### src/hw/rtl/strb_pkg.sv
// Package for the sequenced trace ring buffer: sizes, mode codes, shared types.
// No dependencies.
`default_nettype none
package strb_pkg;
  localparam int unsigned RingDepth = 32;
  localparam int unsigned SlotW = $clog2(RingDepth);
  localparam int unsigned CntW = $clog2(RingDepth + 1);
  localparam int unsigned QDepth = 2;

  typedef enum logic [2:0] {
    MODE_RECORD = 3'd0,
    MODE_START  = 3'd1,
    MODE_STOP   = 3'd2,
    MODE_CLEAR  = 3'd3,
    MODE_READ   = 3'd4
  } mode_e;

  typedef enum logic [1:0] {
    OP_PUSH  = 2'd0,
    OP_START = 2'd1,
    OP_CLEAR = 2'd2,
    OP_READ  = 2'd3
  } op_e;

  // One classified command from the front end.
  typedef struct packed {
    op_e          op;
    logic         stop;
    logic [7:0]   tag;
    logic [63:0]  dur;
    logic [63:0]  key;
    logic [63:0]  gen;
    logic [63:0]  cause;
    logic [63:0]  aux;
    logic [63:0]  status;
    logic [63:0]  now;
    logic [5:0]   cap;
    logic [5:0]   maxev;
  } cmd_t;

  // Payload of one result item.
  typedef struct packed {
    logic         is_header;
    logic         last;
    logic [63:0]  seq;
    logic [63:0]  elapsed;
    logic [63:0]  dur;
    logic [7:0]   tag;
    logic [63:0]  key;
    logic [63:0]  gen;
    logic [63:0]  cause;
    logic [63:0]  aux;
    logic [63:0]  status;
  } res_t;
endpackage
`default_nettype wire

### src/hw/rtl/strb_front.sv
// Front end: classifies each input item against the mirrored enable flag and the
// configured capacity, drops no-ops, and queues commands. Uses strb_pkg.
`default_nettype none
module strb_front
  import strb_pkg::*;
(
  input  wire logic         clk_i,
  input  wire logic         rst_ni,
  input  wire logic         in_valid_i,
  output logic              in_ready_o,
  input  wire logic [2:0]   mode_i,
  input  wire logic [4:0]   kind_i,
  input  wire logic [1:0]   role_i,
  input  wire logic         chunk_i,
  input  wire logic [63:0]  key_i,
  input  wire logic [63:0]  gen_i,
  input  wire logic [63:0]  cause_i,
  input  wire logic [63:0]  aux_i,
  input  wire logic [63:0]  dur_i,
  input  wire logic [63:0]  status_i,
  input  wire logic [63:0]  now_i,
  input  wire logic [5:0]   maxev_i,
  input  wire logic [5:0]   cap_i,
  output logic              cmd_valid_o,
  input  wire logic         cmd_ready_i,
  output cmd_t              cmd_o
);
  cmd_t              q_mem [QDepth];
  logic              wp_q, rp_q;
  logic [1:0]        cnt_q;
  logic              en_q, en_d;
  logic              keep;
  cmd_t              c;
  logic              push, pop;

  assign in_ready_o  = (cnt_q != 2'(QDepth));
  assign cmd_valid_o = (cnt_q != 2'd0);
  assign cmd_o       = q_mem[rp_q];

  always_comb begin
    c        = '0;
    keep     = 1'b0;
    en_d     = en_q;
    c.now    = now_i;
    c.cap    = cap_i;
    c.maxev  = maxev_i;
    c.cause  = cause_i;
    if (mode_i == MODE_RECORD) begin
      keep   = en_q;
      c.op   = OP_PUSH;
      c.tag  = {chunk_i, kind_i, role_i};
      c.dur  = dur_i;
      c.key  = chunk_i ? key_i : 64'd0;
      c.gen  = gen_i;
      c.aux  = aux_i;
      c.status = status_i;
    end else if (mode_i == MODE_START) begin
      keep = (cap_i != 6'd0) && (cap_i <= 6'(RingDepth));
      c.op = OP_START;
      if (keep) en_d = 1'b1;
    end else if (mode_i == MODE_STOP) begin
      // enable is only ever set by a valid start, so capacity is nonzero here
      keep   = en_q;
      c.op   = OP_PUSH;
      c.stop = 1'b1;
      c.tag  = 8'd4;
      c.cause = 64'd0;
      en_d   = 1'b0;
    end else if (mode_i == MODE_CLEAR) begin
      keep = 1'b1;
      c.op = OP_CLEAR;
    end else if (mode_i == MODE_READ) begin
      keep = 1'b1;
      c.op = OP_READ;
    end
  end

  assign push = in_valid_i && in_ready_o && keep;
  assign pop  = cmd_valid_o && cmd_ready_i;

  always_ff @(posedge clk_i) begin
    if (push) q_mem[wp_q] <= c;
  end

  always_ff @(posedge clk_i or negedge rst_ni) begin
    if (!rst_ni) begin
      wp_q  <= 1'b0;
      rp_q  <= 1'b0;
      cnt_q <= 2'd0;
      en_q  <= 1'b0;
    end else begin
      if (in_valid_i && in_ready_o) en_q <= en_d;
      if (push) wp_q <= ~wp_q;
      if (pop) rp_q <= ~rp_q;
      cnt_q <= cnt_q + 2'(push) - 2'(pop);
    end
  end
endmodule
`default_nettype wire

### config.mk
export PLATFORM = sky130hd
export DESIGN_NAME = strb_front
export DESIGN_NICKNAME = d
export VERILOG_FILES = /design/src/hw/rtl/strb_pkg.sv /design/src/hw/rtl/strb_front.sv
export SDC_FILE = /design/constraint.sdc
export NUM_CORES = 1
export LEC_CHECK = 0
export ABC_AREA = 1
export BUFFER_PORTS_ARGS = -buffer_cell sky130_fd_sc_hd__buf_4
export CAP_MARGIN = 20
export CORE_AREA = 2 2 373 375
export DETAILED_ROUTE_END_ITERATION = 16
export DIE_AREA = 0 0 375 377
export PLACE_DENSITY = 0.54
export SLEW_MARGIN = 20
export SYNTH_ARGS = -nofsm -noshare
export SYNTH_HDL_FRONTEND = slang
export SYNTH_SLANG_ARGS = --single-unit
### constraint.sdc
create_clock -name clk_i -period 33.7 [get_ports clk_i]
set_input_delay 1.685 -clock clk_i [delete_from_list [all_inputs] [get_ports clk_i]]
set_output_delay 1.685 -clock clk_i [all_outputs]
set_load 0.05 [all_outputs]
Word-level counts from Yosys, hierarchy flattened

Memory sizes are Yosys's and may differ from the RTL's.
Index checks and enable logic that the tools add are counted.

Output and inout bits: 473
Logic and storage cells: 51
RAM bits: 942
Register bits: 5
Input port bits: 475
Memories kept: 1

Memory list:

| name  | depth | bits a word | rd ports | clocked after Yosys merged registers in | write ports | line             | RTL |
|---|---|---|---|---|---|---|---|
| q_mem | 2     | 471         | 1        | 0                                       | 1           | strb_front.sv:28 | `cmd_t q_mem [QDepth];` |

Equal/unequal tests: 6
$add $sub $neg: 2
Mux-type cells: 25
Reduce and logical (&&, ||, !) cells: 9
Bitwise gates (word level): 3
Order comparisons: 1

Operators by type and width:

| kind                                                                    | number |
|---|---|
| 64-bit 2-to-1 mux                                                       | 4 |
| 192-bit 2-to-1 mux                                                      | 1 |
| 128-bit 2-to-1 mux                                                      | 1 |
| 9-bit 2-to-1 mux                                                        | 2 |
| 1-bit 2-to-1 mux                                                        | 11 |
| 2-bit 2-to-1 mux                                                        | 5 |
| 8-bit 2-to-1 mux                                                        | 1 |
| 3-bit by 2-bit == test with 1-bit output, second input constant         | 2 |
| 6-bit less-or-equal comparator, second input constant                   | 1 |
| 6-bit nonzero test                                                      | 1 |
| 1-bit logical AND                                                       | 4 |
| 4-bit AND reduction                                                     | 1 |
| 2-bit nonzero test                                                      | 2 |
| 3-bit by 1-bit == test with 1-bit output, second input constant         | 1 |
| 3-bit == test, second input constant                                    | 1 |
| 3-bit logical NOT                                                       | 1 |
| 1-bit NOT                                                               | 3 |
| 2-bit by 1-bit adder with 2-bit output                                  | 1 |
| 2-bit by 1-bit inequality test with 1-bit output, second input constant | 1 |
| 2-bit inequality test, second input constant                            | 1 |
| 2-bit by 1-bit subtractor with 2-bit output                             | 1 |

Depth between registers and ports, before layout

Depth in word-level cells: 9
Depth in mapped cells: 12
Mapped depth without buffers: 12

Least setup slack after synthesis

OpenSTA, ideal clock, no wires.

Path kind: input port to flip-flop
From: input port mode_i[2]
To: memory q_mem[1][0] (netlist name), enable pin
Cell stages on the path: 9
Slack: 10,628 ps
Arrival: 21,758 ps
Data required time: 32,386 ps
Cells stage by stage: nor2_1 > nand2_1 > nand2_1 > inv_1 > nand3_1 > nand2_1 > nand2_1 > nand2_1 > nor2_1

Longest elaborated chain between the ends: 9

Ends and longest elaborated chain:

| item                                     | line             | RTL |
|---|---|---|
| start: declaration                       | strb_front.sv:11 | `input wire logic [2:0] mode_i,` |
| 3-bit == test                            | strb_front.sv:72 | `end else if (mode_i == MODE_READ) begin` |
| 1-bit 2-to-1 mux                         | strb_front.sv:72 |  |
| 1-bit 2-to-1 mux                         | strb_front.sv:69 | `end else if (mode_i == MODE_CLEAR) begin` |
| 1-bit 2-to-1 mux                         | strb_front.sv:61 | `end else if (mode_i == MODE_STOP) begin` |
| 1-bit 2-to-1 mux                         | strb_front.sv:57 | `end else if (mode_i == MODE_START) begin` |
| 1-bit 2-to-1 mux *                       | strb_front.sv:48 | `if (mode_i == MODE_RECORD) begin` |
| 1-bit logical AND *                      | strb_front.sv:78 | `assign push = in_valid_i && in_ready_o && keep;` |
| 1-bit 2-to-1 mux *                       | strb_front.sv:82 | `if (push) q_mem[wp_q] <= c;` |
| 1-bit 2-to-1 mux (not written as such) * | strb_front.sv:82 |  |
| end: declaration                         | strb_front.sv:28 |  |

Mark *: on every way between the ends. The rest lies on a longest branch, timed or not.

==> flow_metrics.env <==
export IMPL_drt_iter0_drc=1797
export IMPL_crit_chain="inv_8, buf_4, buf_4, buf_4, nand2_1, nand2_1, buf_4"
export IMPL_cts_tree="yes"
export IMPL_r2r_setup_slack_ns=29.13
export IMPL_period_needed_ns=6.687
export IMPL_utilization=0.3642
export IMPL_syn_area_mm2=0.03770
export IMPL_cp_required_ns=32.01
export IMPL_r2r_cells=9
export IMPL_mostFrequentLayoutCell="nand2_1"
export IMPL_total_leakage_power_nw=22.54
export IMPL_globalRouteOverflowTotal=0
export IMPL_io_buffer_count=947
export IMPL_startpoint_type="flip-flop"
export IMPL_clk_latency_ns=0.71
export IMPL_worstMarginPinSlew_ns=1.239
export IMPL_fmax_ghz=0.1496
export IMPL_synth_area_top_cells="edfxtp_1 (75%), nand2_1 (16%), inv_1 (3.3%)"
export IMPL_row_count=136
export IMPL_cpPeakStageDelay_ns=0.84
export IMPL_cts_hold_buf=0
export IMPL_syn_num_nets=3831
export IMPL_viasPerCell=4.205
export IMPL_cts_buffers_inserted=103
export IMPL_hold_slack_ns=0.4797
export IMPL_slew_viol_final=0
export IMPL_hpwl_um=76960
export IMPL_r2r_end="q_mem[1][419]"
export IMPL_hold_path_class="reg -> reg"
export IMPL_initial_core_util=0.2752
export IMPL_post_cts_resized=0
export IMPL_cp_arrival_ns=5.00
export IMPL_post_route_period_util=0.1984
export IMPL_rsz0062_at_grt="no"
export IMPL_maxCapViolCount=0
export IMPL_ios=948
export IMPL_post_place_ws_ns=27.02
export IMPL_grt_pass1_wl_um=162400
export IMPL_drive_above_1_share=0.2586
export IMPL_cp_end_kind="output port"
export IMPL_most_common_layout_cells="nand2_1 (1,561), buf_4 (970), edfxtp_1 (942)"
export IMPL_yosys_area_top_type="edfxtp_1"
export IMPL_outcome="completed"
export IMPL_grt_pass1_vias=25271
export IMPL_yosysSeqAreaShare=0.7536
export IMPL_hold_viol_final=0
export IMPL_skew_ns=0.02593
export IMPL_final_cell_area_mm2=0.04989
export IMPL_worst_slack_ns=27.01
export IMPL_die_h_um=377
export IMPL_postPlaceCellArea_mm2=0.04653
export IMPL_yosys_cell_types_count=19
export IMPL_cts_setup_buffers=0
export IMPL_path_class="reg -> out"
export IMPL_dp_cells=5966
export IMPL_synth_top_area_frac=0.7503
export IMPL_gp_congestion=0.8031
export IMPL_clock_path_buffers=3
export IMPL_vdd_drop_max_mv=0.05350
export IMPL_grt_max_degree=180
export IMPL_crit_top_cell="buf_4"
export IMPL_htreeDepth=3
export IMPL_fin_cells=6170
export IMPL_cp_startpoint="rp_q"
export IMPL_first_pass_iters=5
export IMPL_powerDensity_mw_per_mm2=87.17
export IMPL_tns_ns=0
export IMPL_ys_seq_elements=947
export IMPL_cpMaxStageDelayCell="buf_4"
export IMPL_syn2layout_area_growth_pct=32.33
export IMPL_antenna_found_initial=21
export IMPL_endpoint="cmd_o[436]"
export IMPL_synth_cells=3354
export IMPL_drt_total_wl_um=115100
export IMPL_clock_root_buffer="clkbuf_16"
export IMPL_setup_viol=0
export IMPL_power_mw=4.349
export IMPL_reg2reg_from="cnt_q[0]"
export IMPL_ys_warn_count=0
export IMPL_dieArea_mm2=0.1414
export IMPL_final_nets=4755
export IMPL_core_area_mm2=0.1370
export IMPL_ant_nets=0
export IMPL_grt_usage=0.1556
export IMPL_min_delay_start="wp_q"
export IMPL_clock_sinks=947
export IMPL_dieWidth_um=375
export IMPL_vias=25945
export IMPL_path_clk_slew_ns=0.06
export IMPL_drc=0
export IMPL_wl_per_cell_um=18.66
export IMPL_syn_avg_cell_area_um2=11.24
export IMPL_worstPathMaxFanout=118
export IMPL_slew_headroom=0.1737
synthesized netlist by cell type, drive strengths merged:
master / instances
edfxtp: 942
or2: 1
ha: 2
inv: 342
o21ai: 1
xor2: 1
nand2: 1562
nand3: 7
clkbuf: 50
nor2: 333
dfrtp: 5
a21oi: 1
xnor2: 2
buf: 105
power by group:
group	total [mW]	internal (mW)	switching, mW
sequential	1.43	1.40	0.0322
combinational	1.82	0.436	1.38
clock	1.10	0.631	0.469
kinds of logic after synthesis:
logic type      synth area share
xor+xnor               0.0006971
fa+ha+maj              0.0006637
buf+inv                  0.05489
compound gates         0.0002653
simple gates              0.1898
flops                     0.7536
worst max-delay path: cells and delay by family (launching register included):
| family | cells | cell delay [ns] |
|---|---|---|
| buffers and inverters | 5 | 3.07 |
| flip-flops | 1 | 0.76 |
| AND/OR/NAND/NOR | 2 | 0.24 |
metal layers:
metal  track usage  part of all wire
met5             0           0.00011
met1        0.1925              0.40
met2        0.2535              0.48
met3       0.04732             0.087
met4       0.06299             0.028
state kept, by name, indices dropped and copies added (netlist names):
register and cells:
rp_q 1, cnt_q 2, wp_q 1, en_q 1
q_mem 942
worst min path at each step:
stage	slack, ns	endpoint	depth (start not counted)
CTS	0.48	wp_q	2
global placement	0.47	wp_q	2
finish	0.48	wp_q	2
floorplan	0.44	wp_q	2
global route	0.51	wp_q	2
detailed placement	0.47	wp_q	2
area by class of cell:
| type | count | area [um^2] |
|---|---|---|
| tap | 1794 | 2245 |
| sequential | 947 | 28420 |
| multi-input combinational | 1910 | 7233 |
| clock inverter | 50 | 520.5 |
| fill | 13480 | 87090 |
| clock buffer | 135 | 2759 |
| antenna | 18 | 45.04 |
| timing repair buffer | 974 | 7370 |
| inverter | 342 | 1299 |
Note: power is estimated with default switching activity, not from simulation.
